<file path="config.mk">
export PLATFORM = sky130hd
export DESIGN_NAME = gcode_line_framer_with_resend
export DESIGN_NICKNAME = d
export VERILOG_FILES = /design/src/hw/rtl/glf_pkg.sv /design/src/hw/rtl/glf_ctrl.sv /design/src/hw/rtl/glf_datapath.sv /design/src/hw/rtl/gcode_line_framer_with_resend.sv
export VERILOG_INCLUDE_DIRS = /design/src /design/src/hw/rtl
export SDC_FILE = /design/constraint.sdc
export NUM_CORES = 1
export LEC_CHECK = 0
export BUFFER_PORTS_ARGS = -buffer_cell sky130_fd_sc_hd__buf_4
export CAP_MARGIN = 0
export CORE_MARGIN = 2
export CORE_UTILIZATION = 45
export DETAILED_ROUTE_END_ITERATION = 10
export PLACE_DENSITY_LB_ADDON = 0.05
export SLEW_MARGIN = 30
export SYNTH_ARGS = -nofsm -noshare
export SYNTH_HDL_FRONTEND = slang
export SYNTH_SLANG_ARGS = --single-unit
</file>
<file path="constraint.sdc">
create_clock -name i_clk -period 16.38 [get_ports i_clk]
set_clock_uncertainty 0.15 [all_clocks]
set_input_delay 0.819 -clock i_clk [delete_from_list [all_inputs] [get_ports i_clk]]
set_output_delay 0.819 -clock i_clk [all_outputs]
set_load 0.01 [all_outputs]
</file>
<file path="src/hw/rtl/assert_macros.svh">
// Assertion helpers for the line framer.
`ifndef ASSERT_MACROS_SVH
`define ASSERT_MACROS_SVH

// Check that an implication holds at every clock edge outside reset.
`define ASSERT_IMPL(label, clk, rst_n, ante, cons, msg) \
    label: assert property (@(posedge clk) disable iff (!rst_n) (ante) |-> (cons)) \
        else $error(msg);

// Check an implication whose consequent holds in the cycle after its antecedent.
`define ASSERT_NEXT(label, clk, rst_n, ante, cons, msg) \
    label: assert property (@(posedge clk) disable iff (!rst_n) (ante) |=> (cons)) \
        else $error(msg);

`endif

</file>
<file path="src/hw/rtl/glf_pkg.sv">
package glf_pkg;

    localparam int MaxLine = 40;
    localparam int LenW = 6;
    localparam logic [26:0] NumWrap = 27'd99999999;
    localparam logic [26:0] ValMax = 27'd134217727;

    localparam logic [1:0] CMD_GCODE = 2'd0;
    localparam logic [1:0] CMD_REPLY = 2'd1;
    localparam logic [1:0] CMD_TICK = 2'd2;

    localparam logic [2:0] ST_BYTE = 3'd0;
    localparam logic [2:0] ST_CONSUMED = 3'd1;
    localparam logic [2:0] ST_OK = 3'd2;
    localparam logic [2:0] ST_EMPTY = 3'd3;
    localparam logic [2:0] ST_MISMATCH = 3'd4;
    localparam logic [2:0] ST_TIMEOUT = 3'd5;
    localparam logic [2:0] ST_TOO_LONG = 3'd6;
    localparam logic [2:0] ST_BUSY = 3'd7;

    localparam logic [1:0] RK_NONE = 2'd0;
    localparam logic [1:0] RK_OK = 2'd1;
    localparam logic [1:0] RK_RESEND = 2'd2;
    localparam logic [1:0] RK_OTHER = 2'd3;

    localparam logic [0:0] REG_FIRST = 1'b0;
    localparam logic [0:0] REG_TIMEOUT = 1'b1;

    // emit phases
    typedef enum logic [2:0] {
        PH_N = 3'd0,
        PH_NUM = 3'd1,
        PH_SP = 3'd2,
        PH_TEXT = 3'd3,
        PH_STAR = 3'd4,
        PH_CHK = 3'd5,
        PH_NL = 3'd6
    } t_phase;

    typedef struct packed {
        logic       take;       // process the input item (single-result path)
        logic       conv_start; // start binary-to-decimal of the line number
        logic       conv_step;
        logic       emit_start;
        logic       emit_step;  // one framed byte delivered
        logic       emit_done;  // finish emission: enter awaiting
    } t_cmd;

    typedef struct packed {
        logic       want_emit;  // current item starts a frame
        logic       conv_done;
        logic       emit_last;  // the byte on display is the newline
    } t_sts;

    function automatic logic is_space(input logic [7:0] b);
        return (b == 8'd32) || (b >= 8'd9 && b <= 8'd13);
    endfunction

endpackage

</file>
<file path="src/hw/rtl/glf_ctrl.sv">
module glf_ctrl import glf_pkg::*; (
    input  logic i_clk,
    input  logic i_rst_n,
    input  logic i_valid,
    output logic o_stall,
    output logic o_valid,
    input  logic i_stall,
    input  t_sts i_sts,
    output t_cmd o_cmd
);

    typedef enum logic [4:0] {
        S_IDLE = 5'b00001,
        S_ONE  = 5'b00010,
        S_CONV = 5'b00100,
        S_EMIT = 5'b01000,
        S_ELST = 5'b10000
    } t_state;

    t_state r_state, n_state;

    always_ff @(posedge i_clk) begin
        if (!i_rst_n) begin
            r_state <= S_IDLE;
        end else begin
            r_state <= n_state;
        end
    end

    always_comb begin
        n_state = r_state;
        o_cmd = '0;
        o_stall = 1'b1;
        o_valid = 1'b0;
        unique case (r_state)
            S_IDLE: begin
                o_stall = 1'b0;
                if (i_valid) begin
                    if (i_sts.want_emit) begin
                        o_cmd.conv_start = 1'b1;
                        n_state = S_CONV;
                    end else begin
                        o_cmd.take = 1'b1;
                        n_state = S_ONE;
                    end
                end
            end
            S_ONE: begin
                o_valid = 1'b1;
                if (!i_stall) begin
                    n_state = S_IDLE;
                end
            end
            S_CONV: begin
                o_cmd.conv_step = 1'b1;
                if (i_sts.conv_done) begin
                    o_cmd.emit_start = 1'b1;
                    n_state = S_EMIT;
                end
            end
            S_EMIT: begin
                o_valid = 1'b1;
                if (!i_stall) begin
                    o_cmd.emit_step = 1'b1;
                    if (i_sts.emit_last) begin
                        o_cmd.emit_done = 1'b1;
                        n_state = S_IDLE;
                    end
                end
            end
            default: begin
                n_state = S_IDLE;
            end
        endcase
    end

endmodule

</file>
<file path="src/hw/rtl/glf_datapath.sv">
module glf_datapath import glf_pkg::*; (
    input  logic        i_clk,
    input  logic        i_rst_n,
    input  logic [1:0]  i_command,
    input  logic [7:0]  i_in_byte,
    input  logic        i_cfg_we,
    input  logic [0:0]  i_cfg_idx,
    input  logic [31:0] i_cfg_data,
    output logic [26:0] o_first,
    output logic [31:0] o_timeout,
    input  t_cmd        i_cmd,
    output t_sts        o_sts,
    output logic [7:0]  o_out_byte,
    output logic [2:0]  o_status,
    output logic        o_last
);

    logic [7:0]      r_store [MaxLine];
    logic [LenW-1:0] r_len, r_kept;
    logic            r_cmt, r_long;
    logic [26:0]     r_num, r_first;
    logic [31:0]     r_tmo, r_wait;
    logic            r_await;
    logic [3:0]      r_rpos;
    logic [1:0]      r_rkind;
    logic [26:0]     r_rval;
    logic [2:0]      r_stat;

    // decimal conversion: repeated subtract of powers of ten, 8 digits
    logic [26:0]     r_cv;
    logic [2:0]      r_dpos;
    logic [3:0]      r_dig [8];
    logic [3:0]      r_dcnt;
    logic            r_conv_done;
    logic [3:0]      r_nd;

    t_phase          r_ph;
    logic [LenW-1:0] r_ti;
    logic [3:0]      r_di;
    logic [7:0]      r_x;
    logic [7:0]      r_byte;
    logic [1:0]      r_ci;
    logic [7:0]      r_c;
    logic [7:0]      r_tdata;
    logic [LenW-1:0] rd_addr;

    function automatic logic [26:0] pow10(input logic [2:0] p);
        logic [26:0] v;
        unique case (p)
            3'd0: v = 27'd1;
            3'd1: v = 27'd10;
            3'd2: v = 27'd100;
            3'd3: v = 27'd1000;
            3'd4: v = 27'd10000;
            3'd5: v = 27'd100000;
            3'd6: v = 27'd1000000;
            default: v = 27'd10000000;
        endcase
        return v;
    endfunction

    // hundreds, tens and ones of a byte: compare and subtract, then multiply by 205/2048
    function automatic logic [11:0] dec3(input logic [7:0] v);
        logic [7:0]  r;
        logic [7:0]  o;
        logic [15:0] p;
        logic [3:0]  h;
        logic [3:0]  t;
        if (v >= 8'd200) begin
            h = 4'd2;
            r = v - 8'd200;
        end else if (v >= 8'd100) begin
            h = 4'd1;
            r = v - 8'd100;
        end else begin
            h = 4'd0;
            r = v;
        end
        p = {8'd0, r} * 16'd205;
        t = p[14:11];
        o = r - {1'b0, t, 3'b000} - {3'b000, t, 1'b0};
        return {h, t, o[3:0]};
    endfunction

    logic        is_dig;
    logic [30:0] dig_sum;
    logic [26:0] dig_sat;
    logic        resend_ok;
    logic        neg;

    assign is_dig = i_in_byte >= "0" && i_in_byte <= "9";
    assign dig_sum = ({4'd0, r_rval} << 3) + ({4'd0, r_rval} << 1)
                     + {23'd0, i_in_byte - 8'd48};
    assign dig_sat = (dig_sum > {4'd0, ValMax}) ? ValMax : dig_sum[26:0];
    assign neg = r_rpos == 4'd9 || r_rpos == 4'd11 || r_rpos == 4'd13;
    assign resend_ok = r_rkind == RK_RESEND && r_rpos >= 4'd7 && r_rval == r_num
                       && !(neg && r_rval != 27'd0);

    always_comb begin
        o_sts.want_emit = 1'b0;
        if (i_command == CMD_GCODE && !r_await && i_in_byte == 8'd10 && !r_long
            && r_kept != '0) begin
            o_sts.want_emit = 1'b1;
        end
        if (i_command == CMD_REPLY && r_await && i_in_byte == 8'd10 && resend_ok) begin
            o_sts.want_emit = 1'b1;
        end
        o_sts.conv_done = r_conv_done;
        o_sts.emit_last = r_ph == PH_NL;
    end

    assign o_first = r_first;
    assign o_timeout = r_tmo;

    function automatic logic [7:0] resend_ch(input logic [3:0] p);
        logic [7:0] c;
        unique case (p)
            4'd0: c = "R";
            4'd1: c = "e";
            4'd2: c = "s";
            4'd3: c = "e";
            4'd4: c = "n";
            4'd5: c = "d";
            default: c = ":";
        endcase
        return c;
    endfunction

    logic [11:0] chk_bcd;
    logic [7:0]  chk_dig;
    assign chk_bcd = dec3(r_c);
    always_comb begin
        unique case (r_ci)
            2'd2: chk_dig = {4'd3, chk_bcd[11:8]};
            2'd1: chk_dig = {4'd3, chk_bcd[7:4]};
            default: chk_dig = {4'd3, chk_bcd[3:0]};
        endcase
    end

    always_comb begin
        unique case (r_ph)
            PH_N: r_byte = "N";
            PH_NUM: r_byte = {4'd3, r_dig[r_di[2:0]]};
            PH_SP: r_byte = " ";
            PH_TEXT: r_byte = r_tdata;
            PH_STAR: r_byte = "*";
            PH_CHK: r_byte = chk_dig;
            PH_NL: r_byte = 8'd10;
            default: r_byte = 8'd10;
        endcase
    end

    assign o_out_byte = r_stat == ST_BYTE ? r_byte : 8'd0;
    assign o_status = r_stat;
    assign o_last = r_stat != ST_BYTE || r_ph == PH_NL;

    // prefetch the next text byte when the current one leaves
    assign rd_addr = (i_cmd.emit_step && r_ph == PH_TEXT && r_ti + 1'b1 < r_kept)
                     ? r_ti + 1'b1 : r_ti;

    always_ff @(posedge i_clk) begin
        if (i_cmd.take && i_command == CMD_GCODE && !r_await && i_in_byte != 8'd10
            && !r_cmt && i_in_byte != ";" && r_len < LenW'(MaxLine)) begin
            r_store[r_len] <= i_in_byte;
        end
        r_tdata <= r_store[rd_addr];
    end

    always_ff @(posedge i_clk) begin
        if (!i_rst_n) begin
            r_len <= '0; r_kept <= '0; r_cmt <= 1'b0; r_long <= 1'b0;
            r_first <= 27'd1; r_num <= 27'd1; r_tmo <= 32'd30000; r_wait <= '0;
            r_await <= 1'b0; r_rpos <= '0; r_rkind <= RK_NONE; r_rval <= '0;
            r_stat <= ST_CONSUMED; r_conv_done <= 1'b0; r_ph <= PH_N;
        end else begin
            if (i_cfg_we) begin
                unique case (i_cfg_idx)
                    REG_FIRST: begin
                        r_first <= i_cfg_data[26:0];
                        if (!r_await) begin
                            r_num <= i_cfg_data[26:0] > NumWrap ? 27'd0 : i_cfg_data[26:0];
                        end
                    end
                    default: r_tmo <= i_cfg_data;
                endcase
            end
            if (i_cmd.take) begin
                r_stat <= ST_CONSUMED;
                priority if (i_command == CMD_GCODE) begin
                    priority if (r_await) begin
                        r_stat <= ST_BUSY;
                    end else if (i_in_byte != 8'd10) begin
                        if (!r_cmt) begin
                            priority if (i_in_byte == ";") begin
                                r_cmt <= 1'b1;
                            end else if (r_len < LenW'(MaxLine)) begin
                                r_len <= r_len + 1'b1;
                                if (!is_space(i_in_byte)) r_kept <= r_len + 1'b1;
                            end else begin
                                r_long <= 1'b1;
                            end
                        end
                    end else begin
                        r_stat <= r_long ? ST_TOO_LONG : ST_EMPTY;
                        r_len <= '0; r_kept <= '0; r_cmt <= 1'b0; r_long <= 1'b0;
                        r_wait <= '0; r_rpos <= '0; r_rkind <= RK_NONE; r_rval <= '0;
                    end
                end else if (i_command == CMD_REPLY) begin
                    if (r_await) begin
                        r_wait <= '0;
                        if (i_in_byte != 8'd10) begin
                            unique case (r_rkind)
                                RK_NONE: begin
                                    priority if (i_in_byte == "o") begin
                                        r_rkind <= RK_OK; r_rpos <= 4'd1;
                                    end else if (i_in_byte == "R") begin
                                        r_rkind <= RK_RESEND; r_rpos <= 4'd1;
                                    end else begin
                                        r_rkind <= RK_OTHER;
                                    end
                                end
                                RK_OK: begin
                                    if (r_rpos == 4'd1 && i_in_byte == "k") r_rpos <= 4'd2;
                                    else r_rkind <= RK_OTHER;
                                end
                                RK_RESEND: begin
                                    priority if (r_rpos < 4'd7) begin
                                        if (i_in_byte == resend_ch(r_rpos))
                                            r_rpos <= r_rpos + 4'd1;
                                        else r_rkind <= RK_OTHER;
                                    end else if (r_rpos == 4'd7) begin
                                        priority if (is_space(i_in_byte)) begin
                                        end else if (i_in_byte == "+") begin
                                            r_rpos <= 4'd8;
                                        end else if (i_in_byte == "-") begin
                                            r_rpos <= 4'd9;
                                        end else if (is_dig) begin
                                            r_rval <= dig_sat; r_rpos <= 4'd10;
                                        end else begin
                                            r_rpos <= 4'd12;
                                        end
                                    end else if (r_rpos == 4'd8 || r_rpos == 4'd9) begin
                                        if (is_dig) begin
                                            r_rval <= dig_sat;
                                            r_rpos <= r_rpos == 4'd8 ? 4'd10 : 4'd11;
                                        end else r_rpos <= 4'd12;
                                    end else if (r_rpos == 4'd10 || r_rpos == 4'd11) begin
                                        if (is_dig) r_rval <= dig_sat;
                                        else r_rpos <= r_rpos + 4'd2;
                                    end else begin
                                    end
                                end
                                default: begin
                                end
                            endcase
                        end else begin
                            priority if (r_rkind == RK_OK && r_rpos == 4'd2) begin
                                r_num <= r_num >= NumWrap ? 27'd0 : r_num + 27'd1;
                                r_stat <= ST_OK;
                                r_await <= 1'b0;
                                r_len <= '0; r_kept <= '0; r_cmt <= 1'b0; r_long <= 1'b0;
                            end else if (r_rkind == RK_RESEND && r_rpos >= 4'd7) begin
                                r_stat <= ST_MISMATCH;
                                r_await <= 1'b0;
                                r_len <= '0; r_kept <= '0; r_cmt <= 1'b0; r_long <= 1'b0;
                            end else begin
                            end
                            r_rpos <= '0; r_rkind <= RK_NONE; r_rval <= '0;
                        end
                    end
                end else if (i_command == CMD_TICK && r_await) begin
                    if ((r_wait != 32'hFFFF_FFFF ? r_wait + 32'd1 : r_wait) >= r_tmo) begin
                        r_stat <= ST_TIMEOUT;
                        r_await <= 1'b0; r_wait <= '0;
                        r_len <= '0; r_kept <= '0; r_cmt <= 1'b0; r_long <= 1'b0;
                        r_rpos <= '0; r_rkind <= RK_NONE; r_rval <= '0;
                    end else if (r_wait != 32'hFFFF_FFFF) begin
                        r_wait <= r_wait + 32'd1;
                    end
                end else begin
                end
            end
            if (i_cmd.conv_start) begin
                r_cv <= r_num; r_dpos <= 3'd7; r_dcnt <= '0; r_conv_done <= 1'b0;
                r_nd <= 4'd1;
            end
            if (i_cmd.conv_step && !r_conv_done) begin
                if (r_cv >= pow10(r_dpos)) begin
                    r_cv <= r_cv - pow10(r_dpos);
                    r_dcnt <= r_dcnt + 4'd1;
                end else begin
                    r_dig[r_dpos] <= r_dcnt;
                    if (r_dcnt != 4'd0 && r_nd == 4'd1 && r_dpos != 3'd0)
                        r_nd <= {1'b0, r_dpos} + 4'd1;
                    r_dcnt <= '0;
                    if (r_dpos == 3'd0) r_conv_done <= 1'b1;
                    else r_dpos <= r_dpos - 3'd1;
                end
            end
            if (i_cmd.emit_start) begin
                r_stat <= ST_BYTE; r_ph <= PH_N; r_x <= "N";
                r_di <= r_nd - 4'd1;
                r_ti <= '0; r_conv_done <= 1'b0;
                r_rpos <= '0; r_rkind <= RK_NONE; r_rval <= '0;
                r_wait <= '0; r_len <= '0; r_cmt <= 1'b0;
            end
            if (i_cmd.emit_step) begin
                unique case (r_ph)
                    PH_N: r_ph <= PH_NUM;
                    PH_NUM: begin
                        r_x <= r_x ^ r_byte;
                        if (r_di == 4'd0) r_ph <= PH_SP;
                        else r_di <= r_di - 4'd1;
                    end
                    PH_SP: begin
                        r_x <= r_x ^ r_byte;
                        r_ph <= (r_kept == '0) ? PH_STAR : PH_TEXT;
                    end
                    PH_TEXT: begin
                        r_x <= r_x ^ r_byte;
                        if (r_ti + 1'b1 >= r_kept) r_ph <= PH_STAR;
                        else r_ti <= r_ti + 1'b1;
                    end
                    PH_STAR: begin
                        r_c <= r_x;
                        r_ci <= r_x >= 8'd100 ? 2'd2 : (r_x >= 8'd10 ? 2'd1 : 2'd0);
                        r_ph <= PH_CHK;
                    end
                    PH_CHK: begin
                        if (r_ci == 2'd0) r_ph <= PH_NL;
                        else r_ci <= r_ci - 2'd1;
                    end
                    default: r_ph <= PH_N;
                endcase
            end
            if (i_cmd.emit_done) begin
                r_await <= 1'b1;
                r_stat <= ST_CONSUMED;
                r_ph <= PH_N;
            end
        end
    end

endmodule

</file>
<file path="src/hw/rtl/gcode_line_framer_with_resend.sv">
// G-code line framer with resend handling.
// Input channel: i_valid/o_stall carrying i_command (G-code byte, reply byte, tick)
// and i_in_byte. Output channel: o_valid/i_stall carrying o_out_byte, o_status,
// o_last; o_last marks the final result of each input transaction.
// An item that gives one result is accepted, then held in the result register.
// A newline that frames a line (or a matching resend) first runs a digit-by-
// subtraction decimal converter for the line number, then emits one framed
// byte per cycle while the receiver does not stall.
// One item is in flight at a time; the next is accepted after the last result.
// When the receiver stalls, the result register holds its value.
// Synchronous reset clears the line buffer counts, the awaiting flag and the
// reply parser, and loads line number 1 and a timeout of 30000 ticks.
// APB: register 0 at 0x0 is first_line_number, register 1 at 0x4 is the timeout.
module gcode_line_framer_with_resend import glf_pkg::*; (
    input  logic        i_clk,
    input  logic        i_rst_n,
    input  logic        i_valid,
    output logic        o_stall,
    input  logic [1:0]  i_command,
    input  logic [7:0]  i_in_byte,
    output logic        o_valid,
    input  logic        i_stall,
    output logic [7:0]  o_out_byte,
    output logic [2:0]  o_status,
    output logic        o_last,
    input  logic        psel,
    input  logic        penable,
    input  logic        pwrite,
    input  logic [2:0]  paddr,
    input  logic [31:0] pwdata,
    output logic [31:0] prdata,
    output logic        pready
);

`include "assert_macros.svh"

    t_cmd        cmd;
    t_sts        sts;
    logic        cfg_we;
    logic [26:0] first;
    logic [31:0] tmo;

    assign pready = 1'b1;
    assign cfg_we = psel && penable && pwrite && paddr[1:0] == 2'b00;
    assign prdata = paddr[2] ? tmo : {5'd0, first};

    glf_ctrl u_ctrl (
        .i_clk   (i_clk),
        .i_rst_n (i_rst_n),
        .i_valid (i_valid),
        .o_stall (o_stall),
        .o_valid (o_valid),
        .i_stall (i_stall),
        .i_sts   (sts),
        .o_cmd   (cmd)
    );

    glf_datapath u_dp (
        .i_clk      (i_clk),
        .i_rst_n    (i_rst_n),
        .i_command  (i_command),
        .i_in_byte  (i_in_byte),
        .i_cfg_we   (cfg_we && paddr[2:2] <= 1'b1),
        .i_cfg_idx  (paddr[2:2]),
        .i_cfg_data (pwdata),
        .o_first    (first),
        .o_timeout  (tmo),
        .i_cmd      (cmd),
        .o_sts      (sts),
        .o_out_byte (o_out_byte),
        .o_status   (o_status),
        .o_last     (o_last)
    );

    `ASSERT_IMPL(a_no_accept_while_out, i_clk, i_rst_n, o_valid, o_stall, "accept during output")
    `ASSERT_IMPL(a_byte_zero, i_clk, i_rst_n, o_valid && o_status != ST_BYTE, o_out_byte == 8'd0,
        "nonzero byte on status result")
    `ASSERT_NEXT(a_done_idle, i_clk, i_rst_n, o_valid && !i_stall && o_last, !o_valid,
        "output continues after last")

endmodule

</file>
# Word-level counts from Yosys, hierarchy flattened
# Memories as Yosys holds them, arrays and structs flattened. A register that Yosys moved wholly into a read port is not among the register bits.
# Index checks and enable logic that the tools add are counted.
# totals
regBits,244
word_cells,462
in_bits,52
memories,2
mem_bits_ro,0
ramBits,352
output_inout_bits,47
latch_bits,0
# mem_list
memory,depth,word_bits,read_ports,rd_clocked_by_memory_dff,write_ports,line_no,rtl
u_dp.r_store,40,8,1,1,1,glf_datapath.sv:18,logic [7:0] r_store [MaxLine];
u_dp.r_dig,8,4,1,1,1,glf_datapath.sv:32,logic [3:0] r_dig [8];
# classes
multipliers,1
magnitude_cmp,19
div_mod_pow,0
n_mux,225
bitwise_logic,3
n_shift,0
addsub,20
n_eq_ne,80
reduce_logical,86
# ops
op,n
$mux 27,37
$mux 32,9
$pmux 24 s7,1
$mux 6,25
$mux 4,33
$mux 8,14
$mux 3,24
$mux 1,50
$pmux 8 s6,1
$mux 2,19
$pmux 7 s5,1
$add 32x1->32 const B,1
$eq 8x6->1 const B,4
$ge 32x32->1,1
$ne 32x32->1 const B,1
$add 30x28->31,1
$add 31x8->31,1
$gt 31x27->1 const B,1
$logic_and 1x1->1,31
$reduce_and 10->1,3
$ne 4x4->1 const B,7
$add 27x1->27 const B,1
$eq 27x27->1,1
$ge 27x27->1,1
85 further kinds,166

# Logic depth before layout (Yosys ltp)
# Gate-level depths: netlist of the first run.
# logic_depth
word_depth,21
ltp_mapped,31

# Cells and area by module
# From an unflattened synthesis of the first run, not the netlist that was laid out.
# hier_totals
cells_unflattened,3414
hier_area_um2,34315.4
# modules_own_cells
mod,area_each_um2,seq_area_each_um2,n_inst,cells_per_inst
glf_datapath,33505.9,16235.6,1,3342
gcode_line_framer_with_resend,513.0,0.0,1,40
glf_ctrl,296.5,80.1,1,32

# Worst setup path before layout of the first run
# OpenSTA, ideal clock, no wires.
# synth_timing
path_kind,flip-flop to output port
start,register u_dp.r_c[2]
end,output port o_out_byte[2]
t_arrival_ns,5.955
required_ns,15.411
setup_slack_ns,9.456
path_stages_with_launch,29
n_path_buf,0
cell_sequence,edfxtp_1 inv_1 ha_1 a2111oi_0 nor2_1 a21oi_1 a22oi_1 xnor2_1 ha_1 inv_1 fa_1 inv_1 fa_1 inv_1 fa_1 inv_1 ha_1 a21o_1 a21o_1 a21o_1 a21oi_1 nand2_1 nor2_1 xnor2_1 ha_1 xor2_1 o32ai_1 nor2_1 nor2_1
# synth_between
elab_chain_len,8
elab_cells_between_ends,12
classes_between,4 x add/sub; 1 x mul; 2 x order compare; 5 x mux
# synth_lines
element,line_no,rtl
from (decl),glf_datapath.sv:43,logic [7:0] r_c;
from (signal assigned),glf_datapath.sv:325,r_c <= r_x;
$sub 8x7->8 / $ge 8x7->1 (equally long branches),"glf_datapath.sv:74, glf_datapath.sv:72",
$mux 8,glf_datapath.sv:72,end else if (v >= 8'd100) begin
$mux 8 (*),glf_datapath.sv:69,if (v >= 8'd200) begin
$mul 8x8->15 / $sub 4x4->4 (equally long branches),"glf_datapath.sv:79, glf_datapath.sv:81",
$sub 4x4->4,glf_datapath.sv:81,"o = r - {1'b0, t, 3'b000} - {3'b000, t, 1'b0};"
$pmux 4 s2 (*),glf_datapath.sv:133,unique case (r_ci)
$pmux 8 s6 (*),glf_datapath.sv:141,unique case (r_ph)
$mux 8 (*),glf_datapath.sv:153,assign o_out_byte = r_stat == ST_BYTE ? r_byte : 8'd0;
to (decl),gcode_line_framer_with_resend.sv:23,"output logic [7:0] o_out_byte,"
# Mark *: on every way between the ends. The rest lies on a longest branch, timed or not.

# Worst setup path in the final report of the first run
# Same ends and word-level chain as after synthesis.

==> impl_metrics.prom, run 1 <==
# TYPE chip_impl_metric gauge
chip_impl_info{name="outcome",value="complete, no violations"} 1
chip_impl_metric{name="hpwl",unit="mm"} 67.9
chip_impl_metric{name="wirelength_met1",unit="mm"} 44.7
chip_impl_metric{name="synth.yosys.seq_area_share",unit="%"} 46.8
chip_impl_metric{name="p_leak",unit="nW"} 14.4
chip_impl_metric{name="global_route_wire_length_before_repair",unit="mm"} 151
chip_impl_metric{name="detail_route.iter0.violations",unit=""} 2040
chip_impl_metric{name="grt_usage",unit="%"} 24.5
chip_impl_info{name="timing.rr.end",value="u_dp.r_x[2]"} 1
chip_impl_metric{name="first_drt_pass_iteration_count",unit=""} 5
chip_impl_metric{name="cts.repair.resized",unit=""} 0
chip_impl_metric{name="antenna_found_initial",unit=""} 2
chip_impl_metric{name="timing.slew.headroom",unit="%"} 33.6
chip_impl_metric{name="met2WireLength",unit="mm"} 46.5
chip_impl_info{name="setup.worst_path.start_class",value="flop"} 1
chip_impl_metric{name="timing.fmax",unit="MHz"} 118
chip_impl_info{name="hold_end",value="u_dp.o_timeout[30]"} 1
chip_impl_metric{name="worst_ep_arrival_time",unit="ns"} 7.54
chip_impl_metric{name="clk_pin_slew",unit="ns"} 0.05
chip_impl_metric{name="r2r_setup_slack",unit="ns"} 9.06
chip_impl_info{name="critical_path.most_common_cell",value="inv_1"} 1
chip_impl_metric{name="io_buffers",unit=""} 97
chip_impl_metric{name="fraction_of_layout_cells_with_a_size_suffix_above_1",unit="%"} 10.7
chip_impl_metric{name="dr_wl_met3",unit="mm"} 4.69
chip_impl_metric{name="drc_violation_count_after_routing",unit=""} 0
chip_impl_info{name="synthFlopType",value="edfxtp_1"} 1
chip_impl_metric{name="maxCapViolCount",unit=""} 0
chip_impl_metric{name="globalplace.congestion",unit=""} 0.867
chip_impl_metric{name="finalHoldViolCount",unit=""} 0
chip_impl_metric{name="holdPathStages",unit=""} 3
chip_impl_metric{name="finalWirelength",unit="mm"} 98.2
chip_impl_info{name="criticalPathCategory",value="flop to output port"} 1
chip_impl_info{name="cp-end-kind",value="output port"} 1
chip_impl_metric{name="number_of_flops_mapped_to_enable_cells_by_yosys",unit=""} 418
chip_impl_metric{name="grt_max_degree",unit=""} 94
chip_impl_metric{name="die_area",unit="mm^2"} 0.0797
chip_impl_metric{name="cp_max_fo",unit=""} 11
chip_impl_metric{name="ir_drop_worst_vdd",unit="uV"} 64.0
chip_impl_metric{name="cts.sink_count",unit=""} 606
chip_impl_metric{name="ff2ff_path_depth",unit=""} 30
chip_impl_metric{name="num-nets-final",unit=""} 3704
chip_impl_metric{name="max_incr_delay_on_cp",unit="ns"} 0.53
chip_impl_info{name="worstHoldStart",value="pwdata[30]"} 1
chip_impl_info{name="rsz0062_at_grt",value="no"} 1
chip_impl_info{name="crit-reg2reg-launch",value="u_dp.r_c[2]"} 1
chip_impl_info{name="slowest_stage",value="fa_1"} 1
chip_impl_metric{name="route.detailed.vias_per_inst",unit=""} 5.82
chip_impl_metric{name="design_area",unit="mm^2"} 0.0388
chip_impl_metric{name="row_count",unit=""} 102
chip_impl_metric{name="cts-htree-levels",unit=""} 3
chip_impl_metric{name="setup_viol_count_final",unit=""} 0
chip_impl_info{name="synth.top_cells.by_count",value="nand2_1, edfxtp_1, nor2_1"} 1
chip_impl_metric{name="min_period_over_period",unit="%"} 51.9
chip_impl_metric{name="setup_total_negative_slack",unit="ns"} 0
chip_impl_metric{name="flow.area_growth_from_synthesis",unit="%"} 11.5
chip_impl_metric{name="yosys_register_bits",unit=""} 606
chip_impl_info{name="tritoncts",value="yes"} 1
chip_impl_metric{name="report.final.slew_viol_count",unit=""} 0
chip_impl_metric{name="asyncSetResetFlopFracSynth",unit="%"} 0
chip_impl_info{name="synth_top_cell_by_area",value="edfxtp_1"} 1
chip_impl_metric{name="placement.cell_area",unit="mm^2"} 0.0363
chip_impl_info{name="clock-root-buffer",value="clkbuf_16"} 1
chip_impl_metric{name="chipHeight",unit="um"} 282
chip_impl_info{name="top_cells_by_area_synth",value="edfxtp_1, dfxtp_1, ha_1"} 1
chip_impl_metric{name="via_count_of_the_first_global_routing_pass",unit=""} 25845
chip_impl_metric{name="synth.net_count",unit=""} 3688
chip_impl_metric{name="yosysWarningCount",unit=""} 0
chip_impl_metric{name="route.vias.total",unit=""} 26464
chip_impl_info{name="post-synth-top-count-cell",value="nand2_1"} 1
chip_impl_metric{name="clock_latency",unit="ns"} 0.63
chip_impl_metric{name="ys_types",unit=""} 101
chip_impl_info{name="top_layer_used_by_detailed_routing",value="met5"} 1
chip_impl_metric{name="die_width",unit="um"} 282
chip_impl_metric{name="min_period",unit="ns"} 8.51
chip_impl_metric{name="inserted_diodes",unit=""} 0
chip_impl_metric{name="max-clock-path-buffers",unit=""} 3
chip_impl_metric{name="cts_made_buffers",unit=""} 72
chip_impl_metric{name="final_core_utilization",unit="%"} 50.4
chip_impl_metric{name="power_density",unit="mW/mm^2"} 92.0
chip_impl_metric{name="dp_worst_setup_slack",unit="ns"} 8.47
chip_impl_metric{name="cts_hold_buf",unit=""} 0
chip_impl_metric{name="avgSynthCellArea",unit="um^2"} 10.2
chip_impl_metric{name="avgRoutedWirePerCell",unit="um"} 21.6
chip_impl_metric{name="crit_required",unit="ns"} 15.41
chip_impl_info{name="min-delay-path-class",value="input pin to flop"} 1
chip_impl_metric{name="slew_at_the_pin_closest_to_its_max_slew_limit",unit="ns"} 0.996
chip_impl_metric{name="netlist_instances",unit=""} 3431
chip_impl_metric{name="starting_density_of_the_core",unit="%"} 45.2
chip_impl_metric{name="yosysTopAreaCellShare",unit="%"} 36.0
chip_impl_metric{name="postRouteAntennaNets",unit=""} 0
chip_impl_metric{name="grt_overflow",unit=""} 0
chip_impl_metric{name="nFillCells",unit=""} 7074
chip_impl_metric{name="io_pins",unit=""} 99
chip_impl_metric{name="cts.repair_timing.setup_buffer_count",unit=""} 0
chip_impl_metric{name="fin_ws",unit="ns"} 7.87
chip_impl_metric{name="core_area",unit="mm^2"} 0.0771
chip_impl_metric{name="post_synth_instance_area",unit="mm^2"} 0.0348
[layout by cell type, fill, tap and decap left out, drive strengths merged, types with 42 or more instances in the layout]
cell type  Yosys  final
a21oi        166    166
inv          172    173
a211oi        42     42
mux2i        139    139
o21ai        170    170
clkbuf       120     92
a31oi         44     44
nor2         202    202
nand3        123    123
dfxtp        188    188
a21boi        55     55
ha           187    187
xnor2         84     84
buf           70    132
nor3          63     63
edfxtp       418    418
o22ai         48     48
nand2        459    459
xor2          66     66
nor2b         47     47
[critical path, delay by kind of cell, from the launching register on]
family	cells	cell delay, ns
AO/OA/AOI/OAI	8	2.04
XOR/XNOR	3	0.70
adder cells (fa/ha/maj)	7	2.58
buffers and inverters	6	0.50
flip-flops	1	0.41
AND/OR/NAND/NOR	5	0.70
[routing by layer]
layer | global-route usage, % | vias up
met1 | 33.6 | 12990
met3 | 3.20 | 126
met4 | 7.49 | 2
li1 | - | 12657
met2 | 40.3 | 689
met5 | 0 | -
[metrics by stage]
| stage | total power [W] | hold WS (ns) | cells |
|---|---|---|---|
| after floorplan | 0.00186 | 0.276 | 3431 |
| after global placement | 0.00195 | 0.297 | 4413 |
| after detailed placement | 0.00195 | 0.299 | 4413 |
| after CTS | 0.00361 | 0.267 | 4546 |
| after global routing | 0.00370 | 0.293 | 4546 |
| final | 0.00358 | 0.306 | 4546 |
[registers in the layout, indices dropped and copies added (netlist names), 27 cells and up, named ones only]
register	count
u_dp.r_store	320
u_dp.r_dig	32
u_dp.o_first	27
u_dp.r_num	27
u_dp.r_cv	27
u_dp.o_timeout	32
u_dp.r_rval	27
u_dp.r_wait	32
[report_power, final]
group | total [W] | internal [W] | switching [W]
logic | 0.000258 | 0.0000949 | 0.000163
clock network | 0.00165 | 0.000973 | 0.000678
registers | 0.00167 | 0.00165 | 0.0000176
total | 0.00358 | 0.00272 | 0.000859
[cell families after synthesis]
family | count (synthesis) | share of synthesized area [%]
DFF | 606 | 46.8
buffers and inverters | 362 | 4.32
muxes | 206 | 7.19
xor gates and xnor gates | 150 | 3.87
AOI/OAI and AO/OA | 749 | 14.1
adders and majority gates | 205 | 7.75
other | 1 | 0.0108
and+or+nand+nor | 1152 | 15.9
[cell type report]
type	instances	area (um^2)	share of cell area, %
Timing Repair Buffer	132	995	2.56
Clock inverter	41	539	1.39
Inverter	172	646	1.66
Clock buffer	92	1930	4.96
Tap cell	1040	1300	3.35
Sequential cell	606	16300	42.0
Multi-Input combinational cell	2463	17100	44.1
[how the worst max path moves through the flow]
stage,from,to,slack (ns),cells past startpoint
after floorplan,u_dp.r_c[2],o_out_byte[2],9.46,28
final,u_dp.r_c[2],o_out_byte[2],7.87,29
after CTS,u_dp.r_c[2],o_out_byte[2],7.79,29
after global placement,u_dp.r_c[0],o_out_byte[2],8.54,29
after global routing,u_dp.r_c[0],o_out_byte[2],7.29,29
after detailed placement,u_dp.r_c[2],o_out_byte[2],8.47,29
Note: power is estimated with default switching activity, not from simulation.
==> inputs of run 2 (changes only) <==
--- a/config.mk
+++ b/config.mk
@@ -6,6 +6,7 @@
 export SDC_FILE = /design/constraint.sdc
 export NUM_CORES = 1
 export LEC_CHECK = 0
+export ABC_AREA = 1
 export BUFFER_PORTS_ARGS = -buffer_cell sky130_fd_sc_hd__buf_4
 export CAP_MARGIN = 0
 export CORE_MARGIN = 2
==> constraint.sdc (replaced) <==
create_clock -name i_clk -period 8.45 [get_ports i_clk]
set_clock_uncertainty 0.15 [all_clocks]
set_input_delay 0.4225 -clock i_clk [delete_from_list [all_inputs] [get_ports i_clk]]
set_output_delay 0.4225 -clock i_clk [all_outputs]
set_load 0.01 [all_outputs]
==> impl_metrics.prom, run 2 <==
# TYPE chip_impl_metric gauge
chip_impl_info{name="outcome",value="complete, no violations"} 1
chip_impl_metric{name="dpl.cell_count",unit=""} 5240
chip_impl_info{name="clock-root-buffer",value="clkbuf_16"} 1
chip_impl_metric{name="cts.repair.resized",unit=""} 0
chip_impl_info{name="worstHoldStart",value="pwdata[20]"} 1
chip_impl_metric{name="number_of_flops_mapped_to_enable_cells_by_yosys",unit=""} 418
chip_impl_metric{name="min_period",unit="ns"} 7.43
chip_impl_info{name="min-delay-path-class",value="input pin to flop"} 1
chip_impl_metric{name="grtUsageMet3",unit="%"} 3.85
chip_impl_info{name="worst_setup_path_endpoint",value="o_out_byte[3]"} 1
chip_impl_metric{name="die_area",unit="mm^2"} 0.0804
chip_impl_metric{name="grt_usage",unit="%"} 25.0
chip_impl_metric{name="slew_at_the_pin_closest_to_its_max_slew_limit",unit="ns"} 0.968
chip_impl_metric{name="starting_density_of_the_core",unit="%"} 45.5
chip_impl_metric{name="cp_max_fo",unit=""} 7
chip_impl_metric{name="post_synth_instance_area",unit="mm^2"} 0.0352
chip_impl_info{name="crit_path_start",value="u_dp.r_c[3]"} 1
chip_impl_metric{name="finish.cell_count_without_fillers",unit=""} 5399
chip_impl_metric{name="avgRoutedWirePerCell",unit="um"} 18.9
chip_impl_metric{name="row_count",unit=""} 102
chip_impl_info{name="critical_path.most_common_cell",value="nand2_1"} 1
chip_impl_metric{name="p_leak",unit="nW"} 16.2
chip_impl_metric{name="placement.cell_area",unit="mm^2"} 0.0367
chip_impl_info{name="commonest_non_fill_non_tap_cell_in_the_layout",value="nand2_1"} 1
chip_impl_info{name="top_register",value="u_dp.r_store"} 1
chip_impl_metric{name="crit_required",unit="ns"} 7.88
chip_impl_info{name="rsz0062_at_grt",value="no"} 1
chip_impl_metric{name="grt_overflow",unit=""} 0
chip_impl_metric{name="first_drt_pass_iteration_count",unit=""} 5
chip_impl_info{name="post-synth-top-count-cell",value="nand2_1"} 1
chip_impl_metric{name="final_core_utilization",unit="%"} 51.0
chip_impl_info{name="criticalPathCategory",value="flop to output port"} 1
chip_impl_metric{name="route.detailed.vias_per_inst",unit=""} 5.39
chip_impl_metric{name="cts.sink_count",unit=""} 606
chip_impl_metric{name="holdPathStages",unit=""} 3
chip_impl_metric{name="timing.fmax",unit="MHz"} 135
chip_impl_metric{name="yosys_register_bits",unit=""} 606
chip_impl_info{name="cp-end-kind",value="output port"} 1
chip_impl_metric{name="finalWirelength",unit="mm"} 102
chip_impl_metric{name="power_density",unit="mW/mm^2"} 177
chip_impl_metric{name="antenna_found_initial",unit=""} 0
chip_impl_info{name="top_cells_by_area_synth",value="edfxtp_1, dfxtp_1, nand2_1"} 1
chip_impl_metric{name="max-clock-path-buffers",unit=""} 3
chip_impl_metric{name="globalplace.congestion",unit=""} 0.898
chip_impl_metric{name="report.final.slew_viol_count",unit=""} 0
chip_impl_info{name="slowest_stage",value="fa_1"} 1
chip_impl_metric{name="ir_drop_worst_vdd",unit="uV"} 149
chip_impl_metric{name="core_area",unit="mm^2"} 0.0773
chip_impl_metric{name="detail_route.iter0.violations",unit=""} 2328
chip_impl_metric{name="worst_ep_arrival_time",unit="ns"} 6.86
chip_impl_metric{name="r2r_setup_slack",unit="ns"} 1.82
chip_impl_metric{name="fraction_of_layout_cells_with_a_size_suffix_above_1",unit="%"} 6.45
chip_impl_metric{name="inserted_diodes",unit=""} 0
chip_impl_metric{name="gr-usage-met1",unit="%"} 34.4
chip_impl_metric{name="die_width",unit="um"} 284
chip_impl_metric{name="yosysTopAreaCellShare",unit="%"} 35.7
chip_impl_metric{name="asyncSetResetFlopFracSynth",unit="%"} 0
chip_impl_info{name="tritoncts",value="yes"} 1
chip_impl_metric{name="global_route_wire_length_before_repair",unit="mm"} 160
chip_impl_metric{name="setup_viol_count_final",unit=""} 0
chip_impl_metric{name="timing.slew.headroom",unit="%"} 35.5
chip_impl_metric{name="cts_made_buffers",unit=""} 70
chip_impl_metric{name="postRouteAntennaNets",unit=""} 0
chip_impl_info{name="crit-reg2reg-launch",value="u_dp.r_c[3]"} 1
chip_impl_info{name="synth_top_cell_by_area",value="edfxtp_1"} 1
chip_impl_metric{name="via_count_of_the_first_global_routing_pass",unit=""} 28021
chip_impl_info{name="synth.top_cells.by_count",value="nand2_1, inv_1, edfxtp_1"} 1
chip_impl_metric{name="num-nets-final",unit=""} 4559
chip_impl_metric{name="io_buffers",unit=""} 97
chip_impl_metric{name="min_period_over_period",unit="%"} 87.9
chip_impl_metric{name="cts-htree-levels",unit=""} 3
chip_impl_metric{name="largest_reg_flops",unit=""} 320
chip_impl_metric{name="setup_total_negative_slack",unit="ns"} 0
chip_impl_metric{name="synth.net_count",unit=""} 4504
chip_impl_info{name="synthFlopType",value="edfxtp_1"} 1
chip_impl_info{name="setup.worst_path.start_class",value="flop"} 1
chip_impl_metric{name="ys_types",unit=""} 63
chip_impl_metric{name="drc_violation_count_after_routing",unit=""} 0
chip_impl_info{name="top_library_cells_by_usage_in_the_layout_fill_and_taps_aside",value="nand2_1, inv_1, edfxtp_1, nand3_1, nor2_1"} 1
chip_impl_metric{name="synth.yosys.seq_area_share",unit="%"} 46.4
chip_impl_metric{name="netlist_instances",unit=""} 4247
chip_impl_metric{name="maxCapViolCount",unit=""} 0
chip_impl_metric{name="chipHeight",unit="um"} 284
chip_impl_info{name="timing.rr.end",value="u_dp.r_x[3]"} 1
chip_impl_metric{name="flow.area_growth_from_synthesis",unit="%"} 12.2
chip_impl_metric{name="hpwl",unit="mm"} 69.7
chip_impl_metric{name="design_area",unit="mm^2"} 0.0394
chip_impl_metric{name="avgSynthCellArea",unit="um^2"} 8.28
chip_impl_metric{name="clk_pin_slew",unit="ns"} 0.06
chip_impl_metric{name="yosysWarningCount",unit=""} 0
chip_impl_metric{name="ff2ff_path_depth",unit=""} 38
chip_impl_metric{name="finalHoldViolCount",unit=""} 0
chip_impl_metric{name="max_incr_delay_on_cp",unit="ns"} 0.55
chip_impl_metric{name="route.vias.total",unit=""} 29116
chip_impl_info{name="grt-busiest-layer",value="met2"} 1
chip_impl_metric{name="grt_util_met2",unit="%"} 40.7
chip_impl_metric{name="io_pins",unit=""} 99
chip_impl_metric{name="clock_latency",unit="ns"} 0.64
chip_impl_metric{name="power",unit="W"} 0.00697
chip_impl_metric{name="grt_max_degree",unit=""} 177
==> run 2: report_power, final <==
| group | total [W] | internal (W) | switching [W] | leakage, nW |
|---|---|---|---|---|
| logic | 0.000585 | 0.000184 | 0.000401 | 9.68 |
| clock network | 0.00316 | 0.00184 | 0.00132 | 1.16 |
| registers | 0.00323 | 0.00320 | 0.0000289 | 5.32 |
==> run 2: how the worst min path moves through the flow <==
| stage | end | slack [ns] |
|---|---|---|
| 2_1_floorplan | u_dp.o_first[18] | 0.27 |
| 3_3_place_gp | u_dp.o_first[1] | 0.28 |
| 3_5_place_dp | u_dp.o_first[11] | 0.29 |
| 4_1_cts | u_dp.o_timeout[16] | 0.01 |
| 5_1_grt | u_dp.r_num[16] | 0.02 |
| 6_report | u_dp.o_timeout[20] | 0.04 |
==> run 2: per-layer routing <==
| layer | routed length (um) | vias up |
|---|---|---|
| met5 | 0 | - |
| met4 | 2680 | 0 |
| met3 | 4920 | 131 |
| met2 | 47000 | 615 |
| met1 | 47300 | 13804 |
| li1 | - | 14566 |
==> run 2: worst max-delay path, delay by kind of cell, from the launching register on <==
family	cells	cell delay (ns)
fa+ha+maj	7	2.72
simple gates	17	1.84
buf+inv	8	0.69
compound gates	4	0.56
flops	1	0.43
==> run 2: layout make-up <==
| class | instances | area (um^2) |
|---|---|---|
| Timing Repair Buffer | 150 | 1230 |
| Multi-Input combinational cell | 2984 | 16300 |
| Fill cell | 7433 | 37900 |
| Clock buffer | 98 | 2000 |
| Tap cell | 1040 | 1300 |
| Clock inverter | 31 | 398 |
| Sequential cell | 606 | 16300 |
| Inverter | 490 | 1850 |
==> run 2: timing repair <==
action / 4_1_cts / 5_1_grt
hold buffers: 30 / 0
endpoints found under the hold margin: 52 / 0
setup buffers: 0 / 0
==> run 2: metrics by stage <==
stage | setup slack [ns] | hold WS [ns]
after floorplan | 2.41 | 0.274
after detailed placement | 1.65 | 0.289
after global routing | 0.421 | 0.0239
after CTS | 0.937 | 0.0125
after global placement | 1.66 | 0.283
final | 1.02 | 0.0375
==> run 2: kinds of logic (layout without fill, tap and decap cells) <==
| group | count (synthesis) | count (layout) | synth area share (%) |
|---|---|---|---|
| AND/OR/NAND/NOR | 1859 | 1859 | 22.6 |
| adder cells (fa/ha/maj) | 205 | 205 | 7.68 |
| buffers and inverters | 657 | 769 | 7.27 |
| XOR/XNOR | 136 | 136 | 3.44 |
| flip-flops | 606 | 606 | 46.4 |
| other | 1 | 1 | 0.0107 |
| AO/OA/AOI/OAI | 779 | 779 | 12.5 |
| multiplexers | 4 | 4 | 0.114 |
